File: src/madt_pkg.sv
// Shared types and constants for the MADT APIC id collector.
// No dependencies; used by madt_parse, madt_list and the top level.
`timescale 1ns / 1ps
`default_nettype none

package madt_pkg;

	// Input command codes
	localparam logic [1:0] CMD_START = 2'd0;
	localparam logic [1:0] CMD_BYTE  = 2'd1;
	localparam logic [1:0] CMD_END   = 2'd2;

	// Configuration register indexes
	localparam logic CFG_BOOT_ID  = 1'b0;
	localparam logic CFG_CAPACITY = 1'b1;

	localparam logic [4:0] CAP_RESET = 5'd16;

	// Record layout
	localparam logic [7:0] REC_LAPIC      = 8'd0;
	localparam logic [7:0] REC_X2APIC     = 8'd9;
	localparam logic [7:0] LAPIC_MIN_LEN  = 8'd8;
	localparam logic [7:0] X2APIC_MIN_LEN = 8'd16;
	localparam logic [7:0] REC_MIN_LEN    = 8'd2;
	localparam logic [7:0] LAPIC_ID_POS   = 8'd3;
	localparam logic [7:0] LAPIC_FLG_POS  = 8'd4;
	localparam logic [7:0] X2APIC_ID_POS  = 8'd4;
	localparam logic [7:0] X2APIC_HI_LAST = 8'd7;
	localparam logic [7:0] X2APIC_FLG_POS = 8'd8;

	// Decoded command strobes, one transfer each
	typedef struct packed {
		logic start;
		logic take;
		logic stop;
	} madt_cmd_t;

	// Completed, eligible record
	typedef struct packed {
		logic       hit;
		logic [7:0] id;
	} madt_cand_t;

endpackage

`default_nettype wire

File: src/madt_parse.sv
// Record parser: walks type/length/body of each record and flags eligible ids.
// Depends on madt_pkg.
`timescale 1ns / 1ps
`default_nettype none

module madt_parse (
	input  wire                 clk,
	input  wire                 arst_n,
	input  wire madt_pkg::madt_cmd_t cmd_i,
	input  wire  [7:0]          data_byte,
	output madt_pkg::madt_cand_t cand_o
);

	logic [7:0] pos_q, pos_d;
	logic [7:0] type_q, type_d;
	logic [7:0] len_q, len_d;
	logic [7:0] cand_q, cand_d;
	logic       hi_q, hi_d;
	logic [1:0] en_q, en_d;
	logic       stop_q, stop_d;
	logic       proceed;
	logic       fin;
	logic       ok;

	always_comb begin
		pos_d   = pos_q;
		type_d  = type_q;
		len_d   = len_q;
		cand_d  = cand_q;
		hi_d    = hi_q;
		en_d    = en_q;
		stop_d  = stop_q;
		proceed = 1'b0;
		fin     = 1'b0;
		if (cmd_i.start) begin
			pos_d  = '0;
			type_d = '0;
			len_d  = '0;
			cand_d = '0;
			hi_d   = 1'b0;
			en_d   = '0;
			stop_d = 1'b0;
		end else if (cmd_i.stop) begin
			stop_d = 1'b1;
		end else if (cmd_i.take && !stop_q) begin
			if (pos_q == 8'd0) begin
				type_d = data_byte;
				cand_d = '0;
				hi_d   = 1'b0;
				en_d   = '0;
				pos_d  = 8'd1;
			end else begin
				proceed = 1'b1;
				if (pos_q == 8'd1) begin
					len_d = data_byte;
					if (data_byte < madt_pkg::REC_MIN_LEN) begin
						stop_d  = 1'b1;
						proceed = 1'b0;
					end
				end else if (type_q == madt_pkg::REC_LAPIC) begin
					if (pos_q == madt_pkg::LAPIC_ID_POS)
						cand_d = data_byte;
					else if (pos_q == madt_pkg::LAPIC_FLG_POS)
						en_d = data_byte[1:0];
				end else if (type_q == madt_pkg::REC_X2APIC) begin
					if (pos_q == madt_pkg::X2APIC_ID_POS)
						cand_d = data_byte;
					else if (pos_q > madt_pkg::X2APIC_ID_POS &&
							pos_q <= madt_pkg::X2APIC_HI_LAST) begin
						if (data_byte != 8'd0)
							hi_d = 1'b1;
					end else if (pos_q == madt_pkg::X2APIC_FLG_POS)
						en_d = data_byte[1:0];
				end
				if (proceed) begin
					if ({1'b0, pos_q} + 9'd1 >= {1'b0, len_d}) begin
						fin   = 1'b1;
						pos_d = '0;
					end else begin
						pos_d = pos_q + 8'd1;
					end
				end
			end
		end
	end

	// x2APIC ids above 255 are dropped via the high-byte flag
	assign ok = (type_d == madt_pkg::REC_LAPIC && len_d >= madt_pkg::LAPIC_MIN_LEN) ||
		(type_d == madt_pkg::REC_X2APIC && len_d >= madt_pkg::X2APIC_MIN_LEN && !hi_d);

	assign cand_o.hit = fin && ok && (en_d != 2'b00);
	assign cand_o.id  = cand_d;

	always_ff @(posedge clk or negedge arst_n) begin
		if (!arst_n) begin
			pos_q  <= '0;
			type_q <= '0;
			len_q  <= '0;
			cand_q <= '0;
			hi_q   <= 1'b0;
			en_q   <= '0;
			stop_q <= 1'b0;
		end else begin
			pos_q  <= pos_d;
			type_q <= type_d;
			len_q  <= len_d;
			cand_q <= cand_d;
			hi_q   <= hi_d;
			en_q   <= en_d;
			stop_q <= stop_d;
		end
	end

endmodule

`default_nettype wire

File: src/madt_list.sv
// Id list store with a shared compare unit for the duplicate search,
// plus the sequencer that plays the list out. Depends on madt_pkg.
`timescale 1ns / 1ps
`default_nettype none

module madt_list #(
	parameter int unsigned MAX_IDS = 16
) (
	input  wire                  clk,
	input  wire                  arst_n,
	input  wire madt_pkg::madt_cmd_t  cmd_i,
	input  wire madt_pkg::madt_cand_t cand_i,
	input  wire  [7:0]           boot_cfg,
	input  wire  [4:0]           cap_cfg,
	output logic                 idle,
	output logic                 out_valid,
	input  wire                  out_ready,
	output logic [7:0]           apic_id,
	output logic [4:0]           id_count,
	output logic                 boot_found,
	output logic                 last_id
);

	localparam int unsigned CNTW = $clog2(MAX_IDS + 1);
	localparam int unsigned IDXW = (MAX_IDS > 1) ? $clog2(MAX_IDS) : 1;
	localparam logic [7:0]  MAX8 = 8'(MAX_IDS);

	localparam logic [1:0] ST_IDLE    = 2'd0;
	localparam logic [1:0] ST_SEARCH  = 2'd1;
	localparam logic [1:0] ST_EMIT_RD = 2'd2;
	localparam logic [1:0] ST_EMIT_LD = 2'd3;

	logic [1:0]      state_q;
	logic [7:0]      boot_q;
	logic [CNTW-1:0] count_q;
	logic            seen_q;
	logic [7:0]      cand_id_q;
	logic [CNTW-1:0] scan_q;
	logic            chk_q;
	logic [CNTW-1:0] emit_k_q;

	logic [7:0]      mem_q [MAX_IDS];
	logic [7:0]      rdata_q;
	logic [IDXW-1:0] raddr;
	logic            we;

	logic [7:0] cap8;
	logic [7:0] cap_now;
	logic       room;
	logic       issue;
	logic       match;
	logic       load;
	logic       none_case;
	logic       emit_last;

	assign cap8    = {3'b000, cap_cfg};
	assign cap_now = (cap8 > MAX8) ? MAX8 : cap8;
	assign room    = 8'(count_q) < cap_now;

	// Search pipeline: an address is issued, and its read data is compared in the next cycle
	assign issue = scan_q < count_q;
	assign match = chk_q && (rdata_q == cand_id_q);
	assign we    = (state_q == ST_SEARCH) && !match && !issue;
	assign raddr = (state_q == ST_SEARCH) ? scan_q[IDXW-1:0] : emit_k_q[IDXW-1:0];

	assign none_case = !seen_q || (cap_now == 8'd0);
	assign emit_last = none_case || (emit_k_q + CNTW'(1) == count_q);
	assign load      = (state_q == ST_EMIT_LD) && (!out_valid || out_ready);

	assign idle = (state_q == ST_IDLE);

	always_ff @(posedge clk) begin
		if (we)
			mem_q[count_q[IDXW-1:0]] <= cand_id_q;
		rdata_q <= mem_q[raddr];
	end

	always_ff @(posedge clk or negedge arst_n) begin
		if (!arst_n) begin
			state_q  <= ST_IDLE;
			boot_q   <= '0;
			count_q  <= CNTW'(1);
			seen_q   <= 1'b0;
			scan_q   <= '0;
			chk_q    <= 1'b0;
			emit_k_q <= '0;
		end else begin
			unique case (state_q)
				ST_IDLE: begin
					if (cmd_i.start) begin
						boot_q  <= boot_cfg;
						count_q <= CNTW'(1);
						seen_q  <= 1'b0;
					end else if (cmd_i.stop) begin
						emit_k_q <= '0;
						state_q  <= ST_EMIT_RD;
					end else if (cand_i.hit) begin
						if (cand_i.id == boot_q) begin
							seen_q <= 1'b1;
						end else if (room) begin
							scan_q  <= CNTW'(1);
							chk_q   <= 1'b0;
							state_q <= ST_SEARCH;
						end
					end
				end
				ST_SEARCH: begin
					if (match) begin
						state_q <= ST_IDLE;
					end else if (!issue) begin
						count_q <= count_q + CNTW'(1);
						state_q <= ST_IDLE;
					end else begin
						scan_q <= scan_q + CNTW'(1);
						chk_q  <= 1'b1;
					end
				end
				ST_EMIT_RD: state_q <= ST_EMIT_LD;
				ST_EMIT_LD: begin
					if (load) begin
						if (emit_last) begin
							state_q <= ST_IDLE;
						end else begin
							emit_k_q <= emit_k_q + CNTW'(1);
							state_q  <= ST_EMIT_RD;
						end
					end
				end
				default: state_q <= ST_IDLE;
			endcase
		end
	end

	always_ff @(posedge clk) begin
		if (state_q == ST_IDLE && cand_i.hit)
			cand_id_q <= cand_i.id;
	end

	always_ff @(posedge clk or negedge arst_n) begin
		if (!arst_n)
			out_valid <= 1'b0;
		else if (load)
			out_valid <= 1'b1;
		else if (out_ready)
			out_valid <= 1'b0;
	end

	always_ff @(posedge clk) begin
		if (load) begin
			if (none_case) begin
				apic_id    <= '0;
				id_count   <= '0;
				boot_found <= seen_q;
			end else begin
				apic_id    <= (emit_k_q == '0) ? boot_q : rdata_q;
				id_count   <= 5'(count_q);
				boot_found <= 1'b1;
			end
			last_id <= emit_last;
		end
	end

	// Records only arrive while the sequencer is free
	a_hit_when_idle: assert property (@(posedge clk) disable iff (!arst_n)
		cand_i.hit |-> state_q == ST_IDLE)
		else $error("record completed while list busy");

	a_count_nonzero: assert property (@(posedge clk) disable iff (!arst_n)
		count_q != '0 && 8'(count_q) <= MAX8)
		else $error("list count out of range");

	a_scan_bound: assert property (@(posedge clk) disable iff (!arst_n)
		state_q == ST_SEARCH |-> scan_q <= count_q)
		else $error("search ran past list end");

	a_count_hold: assert property (@(posedge clk) disable iff (!arst_n)
		(state_q == ST_IDLE && !cmd_i.start) |=> count_q == $past(count_q))
		else $error("list count moved outside search");

endmodule

`default_nettype wire

File: src/madt_apic_id_collector_unit.sv
// A record adding a new id adds a search, through the single compare unit,
// over the ids listed so far. End of table: each result goes through a list
// memory read, then a load, and the load waits while a result is unread.
// Not ready while searching or playing out; a waiting result does not block.
// Reset behaves as a start: empty list holding boot id 0, capacity 16.
// Top level: config registers, command decode, parser and id list.
`timescale 1ns / 1ps
`default_nettype none

module madt_apic_id_collector_unit #(
	parameter int unsigned MAX_IDS = 16
) (
	input  wire        clk,
	input  wire        arst_n,
	input  wire        cfg_valid,
	output logic       cfg_ready,
	input  wire  [0:0] cfg_index,
	input  wire  [7:0] cfg_data,
	input  wire        in_valid,
	output logic       in_ready,
	input  wire  [1:0] cmd,
	input  wire  [7:0] data_byte,
	output logic       out_valid,
	input  wire        out_ready,
	output logic [7:0] apic_id,
	output logic [4:0] id_count,
	output logic       boot_found,
	output logic       last_id
);

	logic [7:0]           boot_cfg_q;
	logic [4:0]           cap_cfg_q;
	logic                 list_idle;
	logic                 in_xfer;
	madt_pkg::madt_cmd_t  cmd_s;
	madt_pkg::madt_cand_t cand;

	assign cfg_ready = 1'b1;

	always_ff @(posedge clk or negedge arst_n) begin
		if (!arst_n) begin
			boot_cfg_q <= '0;
			cap_cfg_q  <= madt_pkg::CAP_RESET;
		end else if (cfg_valid) begin
			unique case (cfg_index[0])
				madt_pkg::CFG_BOOT_ID:  boot_cfg_q <= cfg_data;
				madt_pkg::CFG_CAPACITY: cap_cfg_q  <= cfg_data[4:0];
				default: ;
			endcase
		end
	end

	assign in_ready    = list_idle;
	assign in_xfer     = in_valid && in_ready;
	assign cmd_s.start = in_xfer && (cmd == madt_pkg::CMD_START);
	assign cmd_s.take  = in_xfer && (cmd == madt_pkg::CMD_BYTE);
	assign cmd_s.stop  = in_xfer && (cmd == madt_pkg::CMD_END);

	madt_parse u_parse (
		.clk       (clk),
		.arst_n    (arst_n),
		.cmd_i     (cmd_s),
		.data_byte (data_byte),
		.cand_o    (cand)
	);

	madt_list #(
		.MAX_IDS (MAX_IDS)
	) u_list (
		.clk        (clk),
		.arst_n     (arst_n),
		.cmd_i      (cmd_s),
		.cand_i     (cand),
		.boot_cfg   (boot_cfg_q),
		.cap_cfg    (cap_cfg_q),
		.idle       (list_idle),
		.out_valid  (out_valid),
		.out_ready  (out_ready),
		.apic_id    (apic_id),
		.id_count   (id_count),
		.boot_found (boot_found),
		.last_id    (last_id)
	);

endmodule

`default_nettype wire
File: config.mk
export PLATFORM = sky130hd
export DESIGN_NAME = madt_apic_id_collector_unit
export DESIGN_NICKNAME = d
export VERILOG_FILES = /design/src/madt_pkg.sv /design/src/madt_parse.sv /design/src/madt_list.sv /design/src/madt_apic_id_collector_unit.sv
export SDC_FILE = /design/constraint.sdc
export NUM_CORES = 1
export LEC_CHECK = 0
export BUFFER_PORTS_ARGS = -buffer_cell sky130_fd_sc_hd__buf_2
export CAP_MARGIN = 10
export CORE_MARGIN = 4
export CORE_UTILIZATION = 55
export CTS_CLUSTER_DIAMETER = 200
export DETAILED_ROUTE_END_ITERATION = 8
export GPL_ROUTABILITY_DRIVEN = 0
export PLACE_DENSITY_LB_ADDON = 0.2
export SLEW_MARGIN = 20
export SYNTH_ARGS = -nofsm -noshare
export SYNTH_HDL_FRONTEND = slang
export SYNTH_SLANG_ARGS = --single-unit
export TNS_END_PERCENT = 50
File: constraint.sdc
create_clock -name clk -period 10.4 [get_ports clk]
set_clock_uncertainty 0.15 [all_clocks]
set_input_delay 0.52 -clock clk [delete_from_list [all_inputs] [get_ports clk]]
set_output_delay 0.52 -clock clk [all_outputs]
set_load 0.005 [all_outputs]
==> impl_results.md <==
- Remaining global-route overflow: 0
- Endpoints failing setup: 0
- Most frequent cell after synthesis: edfxtp_1
- Total core area: between 0.015 and 0.02 sq mm
- Height of the die: ~150 microns
- Setup Fix Bufs, Post-CTS: 0
- Cells after DPL: around 1.1k
- Mapped Area: 0.01103 sq mm
- Die width: 149.6 microns
- Synth unique cells: between 80 and 90
- CTS root buf: clkbuf_16
- Ys async rst share: 32.63%
- Pre-CTS setup slack: 5599 ps
- Slew @ Worst Pin: 1168 ps
- Final WL: 25340 microns
- Minimum clock period: slightly below 5000 ps
- Cell count after synthesis: 860
- Antenna fix cells: 0
- F_max: 202.1 MHz
- Hold WS: 84.17 ps
- Post-route ant nets: 0
- Fill cells: 1468
- Slew Viols, Final: 0
- Die area: 0.02238 sq mm
- Vias per cell: between 6 and 7
- Setup WS post-layout: 5452 ps
- Net total in the final layout: around 950
- PortBufs: 40
- Seq cells post-synth: 236
- Largest area contributor in the netlist: edfxtp_1
- Mux contribution to synthesized area: between 10% and 20%
- Max-Cap Viols: 0
- Initial Utilization: 56.29%
- Clock buffer depth: 3
- Simple-gate share of the synthesized area: 11.43%
- Avg WL per Cell: 21.47 microns
- Number of global-route vias before repair: 7333
- Level count of the clock H-tree: 1
- CTS Sinks: 236
- HP Class: input pin to flop
- Final Hold Fails: 0
- Share of cells above drive strength 1: 17.05%
- Critical Path Sink Type: flop
- DPL Wire Length: ~17000 microns
- Largest net degree at the start of global routing: 78
- Sequential cell area: 0.006624 sq mm
- Global-route usage over all layers: 22.86%
- Critical Path AT: 5200 ps
- I/O pin count: 42
- Iteration-0 DRC Markers: 637
- Multi-input logic area: 0.004172 sq mm
- Initial antenna violation count: 0
- Max FFs per register: about 130
- Post_cts resized: 0
- Aggregate negative setup slack: 0 ps
- Period utilization: 47.58%
- Post-synth top area share: 41.12%
- Maximum vdd drop: 0.0001384 V
- Num CTS Buffers: 24
- Area Growth Syn to Fin: 12.19%
- Critical path startpoint category: flop
- CTS clk-pin slew, worst paths: 60 ps
- Non-filler instance count after layout: 1180
- First-pass GRT wire length: 40100 microns
- Clock latency on the worst-skew pair: 520 ps
- Avg Inst Size Synth: 12.82 sq um
- 1st-pass router iterations: 5
- Count of flip-flops with a built-in enable after synthesis: 151
- # DRC: 0
- Pleak: 0.004662 uW
- Via count: roughly 7.3k
- Largest cells by area after synthesis: edfxtp_1 41%, dfrtp_1 17%, mux4_2 6.5%
- Outcome: complete, no violations
- Row Count: 51
- Relative slew slack: 22.10%
- Yosys warning count: 0
- PD cells: roughly 250 mW/mm^2
- Xor-xnor portion of the synthesized cell area: roughly 1.7%
- CP Max Fanout: 21
- RSZ-0062 raised after global routing: false
- Required time of the worst setup path: 10660 ps
- Adder-cell share of the synthesized area: 3.518%
- Sequential-to-total area share from yosys stat: 60.07%
- Top cells by count, synth: 151 x edfxtp_1, 79 x nand2_1, 75 x dfrtp_1, 61 x nor2_1, 44 x o21ai_0
- CTS tree: yes
- Ys flop type: edfxtp_1
- Setup CP Type: flop to flop
- Complex-gate fraction of the synthesized area: approximately 10%
- CTS Hold Bufs: 0
- Synth Net Count: 915
- Largest family of logic cells by synthesized area: simple AND/OR/NAND/NOR gates
path summary, 6_finish.rpt:
path / startpoint / to / slack [ps] / depth (start not counted)
min in group asynchronous: arst_n / u_list.emit_k_q[0]$_DFFE_PN0P_ / 270 / 2
hold reg to reg: boot_cfg_q[6]$_DFFE_PN0P_ / u_list.boot_q[6]$_DFFE_PN0P_ / 330 / 2
setup / recovery: u_list.state_q[0]$_DFFE_PN0P_ / u_list.scan_q[1]$_DFFE_PN0P_ / 5450 / 11
hold / removal: cfg_data[6] / boot_cfg_q[6]$_DFFE_PN0P_ / 80 / 2
setup reg to reg: u_list.state_q[0]$_DFFE_PN0P_ / u_list.scan_q[1]$_DFFE_PN0P_ / 5450 / 11
max in group asynchronous: arst_n / cap_cfg_q[4]$_DFFE_PN1P_ / 9210 / 3
cell usage in the layout (no fill, tap or decap), drive strengths merged, types with 15 or more instances in the layout:
| cell | instances |
|---|---|
| mux2i | 26 |
| inv | 33 |
| o21ai | 46 |
| ha | 31 |
| a21oi | 41 |
| dfrtp | 75 |
| nand3 | 31 |
| buf | 52 |
| a211oi | 15 |
| edfxtp | 151 |
| nor2 | 61 |
| clkbuf | 28 |
| nor2b | 16 |
| mux4 | 32 |
| nand2 | 80 |
worst max-delay path, stage by stage, from the launching register on:
cell and delay, ps:
dfrtp_1 430, inv_1 130, ha_1 560, and3b_1 310, nand2_1 430, a2111oi_4 1070
mux2i_1 270, a211oi_2 280, nand4_2 120, o21ai_2 550, a21boi_0 190, a221o_1 320
layer usage:
metal | vias up | track usage (%) | wire length [microns]
met2 | 287 | 39.28 | 12800
met1 | 3676 | 31.04 | 10190
met4 | 0 | 5.446 | 506
met5 | - | 0 | 0
met3 | 51 | 3.483 | 1832
li1 | 3326 | - | -
report_power, final:
| part | internal, uW | total, uW | switching, uW |
|---|---|---|---|
| clock network | 503 | 860 | 357 |
| logic | 428 | 1020 | 593 |
| registers | 1120 | 1250 | 122 |
per-stage QoR:
step / instance area [sq um] / util, % / total power (uW)
after floorplan: 11030 / - / 1962
after global routing: 12370 / 63.15 / 3301
final: 12370 / 63.15 / 3128
after CTS: 12330 / 62.96 / 3137
after global placement: 11520 / 58.79 / 2235
after detailed placement: 11540 / 58.89 / 2277
cell families (layout without fill, tap and decap cells):
kind of cell | after synthesis | in the layout
XOR/XNOR | 22 | 22
flip-flops | 236 | 236
buffers and inverters | 75 | 130
adder cells (fa/ha/maj) | 31 | 31
other | 1 | 1
AND/OR/NAND/NOR | 256 | 256
AO/OA/AOI/OAI | 168 | 168
multiplexers | 71 | 71
cell type report:
cell class,instances,area share [%]
Clock inverter,16,1.467
Multi-Input combinational cell,549,33.72
Inverter,33,1.001
Sequential cell,236,53.55
Tap cell,265,2.680
Timing Repair Buffer,53,2.609
Clock buffer,28,4.976
(Power assumes the default switching activity.)
